[config.mk]
export PLATFORM = sky130hd
export DESIGN_NAME = battery_discharge_capacity_tester
export DESIGN_NICKNAME = d
export VERILOG_FILES = /design/src/rtl/core/bdct_pkg.sv /design/src/rtl/core/battery_discharge_capacity_tester.sv /design/src/rtl/core/bdct_cfg.sv /design/src/rtl/core/bdct_in_stage.sv /design/src/rtl/core/bdct_engine.sv
export SDC_FILE = /design/constraint.sdc
export NUM_CORES = 2
export LEC_CHECK = 0
export ABC_CLOCK_PERIOD_IN_PS = 9400
export BUFFER_PORTS_ARGS = -buffer_cell sky130_fd_sc_hd__buf_2
export CAP_MARGIN = 20
export CELL_PAD_IN_SITES_DETAIL_PLACEMENT = 2
export CELL_PAD_IN_SITES_GLOBAL_PLACEMENT = 2
export CORE_MARGIN = 10
export CORE_UTILIZATION = 42
export CTS_BUF_LIST = sky130_fd_sc_hd__clkbuf_4 sky130_fd_sc_hd__clkbuf_8 sky130_fd_sc_hd__clkbuf_16
export DETAILED_ROUTE_END_ITERATION = 6
export PLACE_DENSITY_LB_ADDON = 0.1
export SETUP_SLACK_MARGIN = 0.1
export SLEW_MARGIN = 20
export SYNTH_ARGS = -nofsm -noshare
export SYNTH_HDL_FRONTEND = slang
export SYNTH_SLANG_ARGS = --single-unit
export TNS_END_PERCENT = 1
[constraint.sdc]
create_clock -name clk -period 9.4 [get_ports clk]
set_input_delay 1.41 -clock clk [delete_from_list [all_inputs] [get_ports clk]]
set_output_delay 1.41 -clock clk [all_outputs]
set_load 0.005 [all_outputs]
[src/rtl/core/bdct_pkg.sv]
// Shared types, register indexes, reset values and constant-divide helpers
// for the battery discharge capacity tester. No dependencies.

package bdct_pkg;

	// Transfer kinds on the command channel
	localparam logic KIND_TICK = 1'b0;
	localparam logic KIND_POLL = 1'b1;

	// Configuration register indexes
	localparam logic [2:0] REG_SAMPLE_PERIOD = 3'd0;
	localparam logic [2:0] REG_PRESENT       = 3'd1;
	localparam logic [2:0] REG_REMOVED       = 3'd2;
	localparam logic [2:0] REG_UNLOADED_MIN  = 3'd3;
	localparam logic [2:0] REG_DROP_STEP     = 3'd4;
	localparam logic [2:0] REG_DROP_COUNT    = 3'd5;
	localparam logic [2:0] REG_DROP_CEILING  = 3'd6;
	localparam logic [2:0] REG_EMPTY         = 3'd7;

	// Reset values of the configuration registers
	localparam logic [31:0] RST_SAMPLE_PERIOD = 32'd60000;
	localparam logic [12:0] RST_PRESENT       = 13'd1100;
	localparam logic [12:0] RST_REMOVED       = 13'd100;
	localparam logic [12:0] RST_UNLOADED_MIN  = 13'd850;
	localparam logic [12:0] RST_DROP_STEP     = 13'd15;
	localparam logic [3:0]  RST_DROP_COUNT    = 4'd3;
	localparam logic [12:0] RST_DROP_CEILING  = 13'd1000;
	localparam logic [12:0] RST_EMPTY         = 13'd10;

	// Saturated accumulator 0xFFFFFFFF split as quotient and remainder by 60
	localparam logic [26:0] CAP_SAT  = 27'd71582788;
	localparam logic [5:0]  REM_SAT  = 6'd15;
	localparam logic [3:0]  RUN_MAX  = 4'd15;
	localparam logic [11:0] MIN_PER_HOUR = 12'd60;

	// Reciprocals for the constant divides
	localparam logic [16:0] RECIP_33  = 17'd127101; // 2^22 / 33, rounded up
	localparam logic [12:0] RECIP_100 = 13'd5243;   // 2^19 / 100, rounded up
	localparam logic [11:0] RECIP_60  = 12'd2185;   // 2^17 / 60, rounded up

	typedef enum logic [1:0] {
		PH_INITIAL     = 2'd0,
		PH_IDLE        = 2'd1,
		PH_DISCHARGING = 2'd2,
		PH_ENDED       = 2'd3
	} phase_t;

	typedef enum logic [2:0] {
		EV_NONE   = 3'd0,
		EV_START  = 3'd1,
		EV_RESUME = 3'd2,
		EV_SAMPLE = 3'd3,
		EV_END    = 3'd4,
		EV_WAIT   = 3'd5
	} event_t;

	typedef struct packed {
		logic        kind;
		logic [12:0] first_mv;
		logic [12:0] second_mv;
	} cmd_item_t;

	typedef struct packed {
		logic [2:0]  event_res;
		logic [1:0]  phase;
		logic        load_on;
		logic [11:0] current_ma;
		logic [26:0] capacity_mah;
		logic [12:0] loaded_mv;
		logic [12:0] unloaded_mv;
		logic [31:0] elapsed_ms;
		logic [4:0]  blink_count;
		logic        green_on;
		logic        red_blinking;
	} res_item_t;

	typedef struct packed {
		logic [31:0] sample_period_ms;
		logic [12:0] present_mv;
		logic [12:0] removed_mv;
		logic [12:0] unloaded_min_mv;
		logic [12:0] drop_step_mv;
		logic [3:0]  drop_count;
		logic [12:0] drop_ceiling_mv;
		logic [12:0] empty_mv;
	} cfg_t;

	// Registered command with both current estimates precomputed
	typedef struct packed {
		cmd_item_t   item;
		logic [11:0] cur_first;
		logic [11:0] cur_second;
	} stage_t;

	// mv * 10 / 33, exact for every 13-bit reading
	function automatic logic [11:0] est_current(input logic [12:0] mv);
		logic [16:0] x;
		logic [33:0] prod;
		x = {1'b0, mv, 3'b000} + {3'b000, mv, 1'b0};
		prod = {17'd0, x} * {17'd0, RECIP_33};
		return prod[33:22];
	endfunction

	// cur / 100, exact for cur below 3200
	function automatic logic [4:0] blink_of(input logic [11:0] cur);
		logic [24:0] prod;
		prod = {13'd0, cur} * {12'd0, RECIP_100};
		return prod[23:19];
	endfunction

	// s / 60, exact for s below 3840
	function automatic logic [5:0] div60(input logic [11:0] s);
		logic [23:0] prod;
		prod = {12'd0, s} * {12'd0, RECIP_60};
		return prod[22:17];
	endfunction

endpackage

[src/rtl/core/battery_discharge_capacity_tester.sv]
// Battery discharge capacity tester: one tick or poll transfer is taken per
// clock while cmd_stall is low; each tick advances the millisecond clock and
// returns nothing, each poll returns exactly one result. A transfer is held
// in the input register, where both current estimates are formed; a poll's
// result is loaded into the output register once that register is free and
// is offered there until taken. The sustained rate is one item per cycle
// while the result side does not stall, set by the single state update
// between the input and output registers; a stall on the result side holds
// one result and one poll command.
// Depends on bdct_pkg, bdct_cfg, bdct_in_stage and bdct_engine.

module battery_discharge_capacity_tester import bdct_pkg::*; (
	input  logic        clk,
	input  logic        arst_n,
	input  logic        cmd_valid,
	output logic        cmd_stall,
	input  cmd_item_t   cmd,
	output logic        res_valid,
	input  logic        res_stall,
	output res_item_t   res,
	input  logic        cfg_we,
	input  logic [2:0]  cfg_index,
	input  logic [31:0] cfg_data
);

	cfg_t      cfg;
	logic      valid_s1;
	stage_t    stage_s1;
	logic      adv;
	logic      res_load;
	res_item_t result;
	logic      res_valid_q;
	res_item_t res_q;
	logic      out_free;

	assign out_free = !res_valid_q || !res_stall;

	bdct_cfg u_cfg (
		.clk       (clk),
		.arst_n    (arst_n),
		.cfg_we    (cfg_we),
		.cfg_index (cfg_index),
		.cfg_data  (cfg_data),
		.cfg       (cfg)
	);

	bdct_in_stage u_in_stage (
		.clk       (clk),
		.arst_n    (arst_n),
		.cmd_valid (cmd_valid),
		.cmd_stall (cmd_stall),
		.cmd       (cmd),
		.adv       (adv),
		.valid_s1  (valid_s1),
		.stage_s1  (stage_s1)
	);

	bdct_engine u_engine (
		.clk      (clk),
		.arst_n   (arst_n),
		.cfg      (cfg),
		.valid_s1 (valid_s1),
		.stage_s1 (stage_s1),
		.out_free (out_free),
		.adv      (adv),
		.res_load (res_load),
		.result   (result)
	);

	// Output register: load a new result or drop the one just transferred
	always_ff @(posedge clk or negedge arst_n) begin
		if (!arst_n) begin
			res_valid_q <= 1'b0;
		end else if (res_load) begin
			res_valid_q <= 1'b1;
		end else if (!res_stall) begin
			res_valid_q <= 1'b0;
		end
	end

	always_ff @(posedge clk) begin
		if (res_load) begin
			res_q <= result;
		end
	end

	assign res_valid = res_valid_q;
	assign res       = res_q;

endmodule

[src/rtl/core/bdct_cfg.sv]
// Configuration register file for the discharge tester.
// Depends on bdct_pkg for the register indexes, reset values and cfg_t.

module bdct_cfg import bdct_pkg::*; (
	input  logic        clk,
	input  logic        arst_n,
	input  logic        cfg_we,
	input  logic [2:0]  cfg_index,
	input  logic [31:0] cfg_data,
	output cfg_t        cfg
);

	cfg_t cfg_q;

	always_ff @(posedge clk or negedge arst_n) begin
		if (!arst_n) begin
			cfg_q.sample_period_ms <= RST_SAMPLE_PERIOD;
			cfg_q.present_mv       <= RST_PRESENT;
			cfg_q.removed_mv       <= RST_REMOVED;
			cfg_q.unloaded_min_mv  <= RST_UNLOADED_MIN;
			cfg_q.drop_step_mv     <= RST_DROP_STEP;
			cfg_q.drop_count       <= RST_DROP_COUNT;
			cfg_q.drop_ceiling_mv  <= RST_DROP_CEILING;
			cfg_q.empty_mv         <= RST_EMPTY;
		end else if (cfg_we) begin
			unique case (cfg_index)
				REG_SAMPLE_PERIOD: cfg_q.sample_period_ms <= cfg_data;
				REG_PRESENT:       cfg_q.present_mv       <= cfg_data[12:0];
				REG_REMOVED:       cfg_q.removed_mv       <= cfg_data[12:0];
				REG_UNLOADED_MIN:  cfg_q.unloaded_min_mv  <= cfg_data[12:0];
				REG_DROP_STEP:     cfg_q.drop_step_mv     <= cfg_data[12:0];
				REG_DROP_COUNT:    cfg_q.drop_count       <= cfg_data[3:0];
				REG_DROP_CEILING:  cfg_q.drop_ceiling_mv  <= cfg_data[12:0];
				REG_EMPTY:         cfg_q.empty_mv         <= cfg_data[12:0];
				default: ;
			endcase
		end
	end

	assign cfg = cfg_q;

endmodule

[src/rtl/core/bdct_in_stage.sv]
// Input register of the discharge tester: holds one command and the current
// estimates of both readings. Depends on bdct_pkg.

module bdct_in_stage import bdct_pkg::*; (
	input  logic      clk,
	input  logic      arst_n,
	input  logic      cmd_valid,
	output logic      cmd_stall,
	input  cmd_item_t cmd,
	input  logic      adv,
	output logic      valid_s1,
	output stage_t    stage_s1
);

	logic take;

	// Take a new command when the register is empty or the held command moves on this cycle
	assign cmd_stall = valid_s1 && !adv;
	assign take      = cmd_valid && !cmd_stall;

	always_ff @(posedge clk or negedge arst_n) begin
		if (!arst_n) begin
			valid_s1 <= 1'b0;
		end else if (take) begin
			valid_s1 <= 1'b1;
		end else if (adv) begin
			valid_s1 <= 1'b0;
		end
	end

	always_ff @(posedge clk) begin
		if (take) begin
			stage_s1.item       <= cmd;
			stage_s1.cur_first  <= est_current(cmd.first_mv);
			stage_s1.cur_second <= est_current(cmd.second_mv);
		end
	end

endmodule

[src/rtl/core/bdct_engine.sv]
// Phase machine, millisecond clock and capacity accumulator of the tester.
// Works on the registered command; depends on bdct_pkg.

module bdct_engine import bdct_pkg::*; (
	input  logic      clk,
	input  logic      arst_n,
	input  cfg_t      cfg,
	input  logic      valid_s1,
	input  stage_t    stage_s1,
	input  logic      out_free,
	output logic      adv,
	output logic      res_load,
	output res_item_t result
);

	phase_t      phase_q, phase_d;
	logic [31:0] clock_q, start_q, start_d, next_q, next_d;
	logic [31:0] charge_q, charge_d;
	logic [26:0] cap_q, cap_d;
	logic [5:0]  rem_q, rem_d;
	logic [12:0] last_q, last_d;
	logic [3:0]  run_q, run_d;
	logic        load_q, load_d;

	logic        is_poll;
	logic [12:0] first_mv, second_mv;
	logic [31:0] due_diff;
	logic        sample_due;
	logic        sat;
	logic [11:0] acc_sum;
	logic [5:0]  acc_quo;
	logic [11:0] acc_rem;
	logic [13:0] drop;
	logic        large_drop;
	logic [3:0]  run_inc;

	event_t      ev;
	logic        report;
	logic [11:0] cur;
	logic [12:0] lmv, umv;

	assign is_poll   = stage_s1.item.kind == KIND_POLL;
	assign first_mv  = stage_s1.item.first_mv;
	assign second_mv = stage_s1.item.second_mv;
	assign adv       = valid_s1 && (!is_poll || out_free);
	assign res_load  = adv && is_poll;

	// Sample arithmetic, used only on the sample path
	assign due_diff   = clock_q - next_q;
	assign sample_due = (due_diff != 32'd0) && !due_diff[31];
	assign sat        = charge_q > (32'hFFFF_FFFF - {20'd0, stage_s1.cur_first});
	assign acc_sum    = {6'd0, rem_q} + stage_s1.cur_first;
	assign acc_quo    = div60(acc_sum);
	assign acc_rem    = acc_sum - ({6'd0, acc_quo} * MIN_PER_HOUR);
	assign drop       = {1'b0, last_q} - {1'b0, first_mv};
	assign large_drop = !drop[13] && (drop[12:0] > cfg.drop_step_mv);
	assign run_inc    = (run_q == RUN_MAX) ? RUN_MAX : run_q + 4'd1;

	always_comb begin
		phase_d  = phase_q;
		start_d  = start_q;
		next_d   = next_q;
		charge_d = charge_q;
		cap_d    = cap_q;
		rem_d    = rem_q;
		last_d   = last_q;
		run_d    = run_q;
		load_d   = load_q;
		ev       = EV_NONE;
		report   = 1'b0;
		cur      = 12'd0;
		lmv      = 13'd0;
		umv      = 13'd0;

		unique case (phase_q)
			PH_INITIAL, PH_IDLE: begin
				if (first_mv > cfg.present_mv) begin
					ev       = (phase_q == PH_INITIAL) ? EV_RESUME : EV_START;
					report   = 1'b1;
					lmv      = second_mv;
					umv      = first_mv;
					cur      = stage_s1.cur_second;
					phase_d  = PH_DISCHARGING;
					load_d   = 1'b1;
					start_d  = clock_q;
					charge_d = 32'd0;
					cap_d    = 27'd0;
					rem_d    = 6'd0;
					last_d   = 13'd0;
					run_d    = 4'd0;
					next_d   = clock_q + cfg.sample_period_ms;
				end else begin
					phase_d = PH_IDLE;
				end
			end
			PH_DISCHARGING: begin
				if (first_mv < cfg.removed_mv) begin
					ev      = EV_END;
					phase_d = PH_ENDED;
					load_d  = 1'b0;
				end else if (sample_due) begin
					ev       = EV_SAMPLE;
					report   = 1'b1;
					lmv      = first_mv;
					umv      = second_mv;
					cur      = stage_s1.cur_first;
					charge_d = sat ? 32'hFFFF_FFFF : charge_q + {20'd0, stage_s1.cur_first};
					cap_d    = sat ? CAP_SAT : cap_q + {21'd0, acc_quo};
					rem_d    = sat ? REM_SAT : acc_rem[5:0];
					next_d   = next_q + cfg.sample_period_ms;
					// Low unloaded voltage ends the run before the drop tracker moves
					if (second_mv < cfg.unloaded_min_mv) begin
						phase_d = PH_ENDED;
						load_d  = 1'b0;
					end else begin
						last_d = first_mv;
						run_d  = large_drop ? run_inc : 4'd0;
						if ((run_d >= cfg.drop_count) && (first_mv < cfg.drop_ceiling_mv)) begin
							phase_d = PH_ENDED;
							load_d  = 1'b0;
						end else begin
							load_d = 1'b1;
						end
					end
				end
			end
			PH_ENDED: begin
				if (first_mv < cfg.empty_mv) begin
					ev      = EV_WAIT;
					phase_d = PH_IDLE;
				end
			end
			default: ;
		endcase

		result.event_res    = ev;
		result.phase        = phase_d;
		result.load_on      = load_d;
		result.current_ma   = cur;
		result.capacity_mah = cap_d;
		result.loaded_mv    = lmv;
		result.unloaded_mv  = umv;
		result.elapsed_ms   = (ev == EV_START || ev == EV_RESUME || ev == EV_SAMPLE ||
			ev == EV_END) ? clock_q - start_d : 32'd0;
		result.blink_count  = report ? blink_of(cur) : 5'd0;
		result.green_on     = (phase_d == PH_IDLE) || (phase_d == PH_ENDED);
		result.red_blinking = phase_d == PH_DISCHARGING;
	end

	always_ff @(posedge clk or negedge arst_n) begin
		if (!arst_n) begin
			phase_q  <= PH_INITIAL;
			clock_q  <= 32'd0;
			start_q  <= 32'd0;
			next_q   <= 32'd0;
			charge_q <= 32'd0;
			cap_q    <= 27'd0;
			rem_q    <= 6'd0;
			last_q   <= 13'd0;
			run_q    <= 4'd0;
			load_q   <= 1'b0;
		end else if (adv) begin
			if (!is_poll) begin
				clock_q <= clock_q + 32'd1;
			end else begin
				phase_q  <= phase_d;
				start_q  <= start_d;
				next_q   <= next_d;
				charge_q <= charge_d;
				cap_q    <= cap_d;
				rem_q    <= rem_d;
				last_q   <= last_d;
				run_q    <= run_d;
				load_q   <= load_d;
			end
		end
	end

	a_load_follows_phase: assert property (@(posedge clk) disable iff (!arst_n)
		load_q == (phase_q == PH_DISCHARGING))
		else $error("load state disagrees with phase");

	a_rem_range: assert property (@(posedge clk) disable iff (!arst_n)
		rem_q < 6'd60)
		else $error("capacity remainder out of range");

	a_cap_matches_charge: assert property (@(posedge clk) disable iff (!arst_n)
		({5'd0, cap_q} * 32'd60 + {26'd0, rem_q}) == charge_q)
		else $error("capacity split disagrees with accumulator");

	a_tick_advances_clock: assert property (@(posedge clk) disable iff (!arst_n)
		(adv && !is_poll) |=> clock_q == $past(clock_q) + 32'd1)
		else $error("tick did not advance the millisecond clock");

endmodule
==> flow_summary.ini <==
[finish]
final_cell_mix = inv_1, ha_1, nand2_1
nets = 5520
area_delta_synth_final_pct = 13.4
design_area_um2 = 47000
fillers = 10400
layout_commonest_cell = inv_1
drive_gt1_frac = 0.137

[global_route]
gr-usage-all-layers = 0.252
grt_max_degree = 135
grt_overflow = 0
grt_pass1_vias = 37100
grt_pass1_wl_um = 222000
grt_antenna_before_repair = 4

[route]
route.detailed.wl_per_inst_um = 24.1
firstDrtPassIters = 6
routed_wl_um = 142000
final_antenna_net_count = 0
drc = 0
vias = 32900
initialDrtViolationCount = 1777
via_per_inst = 5.58

[setup_path]
crit_required_ns = 9.82
start_kind = input port
critPathMostFrequentCell = fa_1
crit_fanout = 4
path_class = input port to flip-flop
reg2regPathDepth = 31
slowest_delay_ns = 0.58
end_kind = flip-flop
slowest_stage = fa_1
arrival_ns = 9.52

[clock_tree]
root_buffer = clkbuf_16
clk_pin_slew_ns = 0.07
clockBufferDepth = 3
ctsHoldBuffers = 0
cts_buffers = 56
cts_max_level = 2
clock-sinks = 457
clock_latency_ns = 0.68
cts_tree = yes

[timing]
post-route-period-util = 0.968
finalCriticalPeriod_ns = 9.10
final_hold_viol_count = 0
relSlewSlack = 0.203
clock_skew_ns = 0.0231
maxSlewViolCount = 0
rsz0062_at_grt = yes
clock.fmax_mhz = 110
worst_pin_slew_ns = 1.18
finalSetupViolCount = 0

[synth]
syn_nets = 5247
postSynthAreaPerCell_um2 = 9.68
yosysSeqAreaShare = 0.296
ys_types = 91
synthArstFlopShare = 0.650
yosys_most_used_dff = dfrtp_1
synth_area_um2 = 41500
synth_warnings = 0
synth_edf_count = 160
synth_seq_cells = 457
syn_inst = 4282

[die]
die_h_um = 334
dieArea_um2 = 112000
fp-row-count = 115
core-area_um2 = 98100
initial_core_util = 0.423
pin_count = 179
die_w_um = 334

[placement]
dpl_cell_area_um2 = 44700
gp_congestion = 0.930
port-buffer-count = 178
dp_hpwl_um = 112000

[hold_path]
hp-class = flip-flop to flip-flop
hold_path_depth = 2

[run_status]
status = finished, final reports clean

[job]
maxCapViolCount = 0
[final timing paths]
path,slack (ns),end,start
min in group asynchronous,0.78,u_engine.start_q[16],arst_n
worst max register to register,0.46,res[6],u_engine.clock_q[3]
worst min-delay path,0.48,u_engine.start_q[27],u_engine.start_q[27]
max in group asynchronous,7.04,u_engine.charge_q[1],arst_n
worst max-delay path,0.30,u_in_stage.stage_s1[11],cmd[0]
worst min register to register,0.48,u_engine.start_q[27],u_engine.start_q[27]
[cell families (layout without fill, tap and decap cells)]
kind of cell | after synthesis | in the layout | synth area share
other | 0 | 1 | 0
muxes | 123 | 123 | 0.0322
xor gates and xnor gates | 186 | 186 | 0.0393
buffers and inverters | 775 | 1096 | 0.0716
and+or+nand+nor | 918 | 918 | 0.103
adders and majority gates | 898 | 898 | 0.317
AOI/OAI and AO/OA | 925 | 925 | 0.141
DFF | 457 | 457 | 0.296
[critical path: cells and delay by family]
kind                     cells  cell delay [ns]
AO/OA/AOI/OAI               17             3.13
adder cells (fa/ha/maj)      9             3.82
XOR/XNOR                     2             0.22
AND/OR/NAND/NOR              3             0.31
buffers and inverters        5             0.60
[stage by stage]
stage / util / hold slack, ns / setup TNS, ns / worst slack, ns / cells
final: 0.479 / 0.478 / 0 / 0.300 / 5891
after CTS: 0.476 / 0.485 / 0 / 0.154 / 5880
after floorplan: - / 0.445 / 0 / 0.0536 / 4282
after global placement: 0.455 / 0.458 / -0.281 / -0.109 / 5774
after global routing: 0.479 / 0.506 / -0.0439 / -0.0328 / 5890
after detailed placement: 0.455 / 0.468 / -3.63 / -0.521 / 5774
[cell usage after synthesis, types with 8 or more instances]
cell type / instances / area (um^2)
inv_1: 661 / 2480
ha_1: 644 / 8060
nand2_1: 367 / 1380
o21ai_0: 277 / 1390
dfrtp_1: 264 / 6610
fa_1: 254 / 5080
a21oi_1: 228 / 1140
nor2_1: 207 / 777
edfxtp_1: 160 / 4800
xnor2_1: 125 / 1090
a21o_1: 91 / 683
mux2_2: 84 / 946
clkbuf_1: 80 / 300
nand3_1: 69 / 345
xor2_1: 61 / 534
nor3_1: 46 / 230
o21a_1: 40 / 300
mux2i_1: 39 / 390
a31oi_1: 37 / 231
nand2b_1: 36 / 225
nand4_1: 35 / 219
dfstp_2: 33 / 867
o21bai_1: 31 / 233
nor2b_1: 30 / 188
and3_1: 26 / 163
or3_1: 22 / 138
a22o_1: 20 / 175
o31ai_1: 20 / 150
a211oi_1: 18 / 135
and2_1: 18 / 113
buf_2: 17 / 85.1
o22a_1: 14 / 123
a22oi_1: 12 / 90.1
o211ai_1: 12 / 90.1
a221oi_1: 11 / 96.3
and4_1: 11 / 96.3
nor4_1: 11 / 68.8
a21boi_0: 10 / 75.1
or2_2: 10 / 62.6
buf_1: 8 / 30.0
buf_4: 8 / 60.1
o211a_1: 8 / 80.1
[routing by layer]
layer | vias to the layer above | global-route usage | routed length (um)
met3 | 155 | 0.0275 | 5010
met2 | 539 | 0.432 | 68700
met1 | 16900 | 0.338 | 65200
li1 | 15300 | - | -
met4 | 2 | 0.0599 | 3220
met5 | - | 0 | 13
[sequential cells by signal, indices dropped and copies added (netlist names)]
register	cells
res	109
res_valid	1
u_cfg.cfg	114
u_engine.cap_q	27
u_engine.charge_q	32
u_engine.clock_q	32
u_engine.last_q	13
u_engine.load_q	1
u_engine.next_q	32
u_engine.phase_q	2
u_engine.rem_q	6
u_engine.run_q	4
u_engine.start_q	32
u_in_stage.stage_s1	51
u_in_stage.valid_s1	1
[cell type report]
| type | count | area, um^2 | area share |
|---|---|---|---|
| inverter | 661 | 2490 | 0.0529 |
| tap | 1287 | 1610 | 0.0342 |
| clock inverter | 34 | 519 | 0.0110 |
| clock buffer | 72 | 1570 | 0.0333 |
| timing repair buffer | 329 | 2050 | 0.0435 |
| multi-input combinational | 3050 | 26500 | 0.564 |
| antenna | 1 | 2.50 | 0.0000532 |
| sequential | 457 | 12300 | 0.261 |
[timing repair]
action	4_1_cts	5_1_grt
setup endpoints to repair	2	31
resized for setup	2	48
gates cloned	0	0
pin swaps	0	15
buffers inserted	0	10
Power is left out: the tool's default activity adds up to more than one toggle a clock period on the data nets, which glitch-free logic cannot reach.
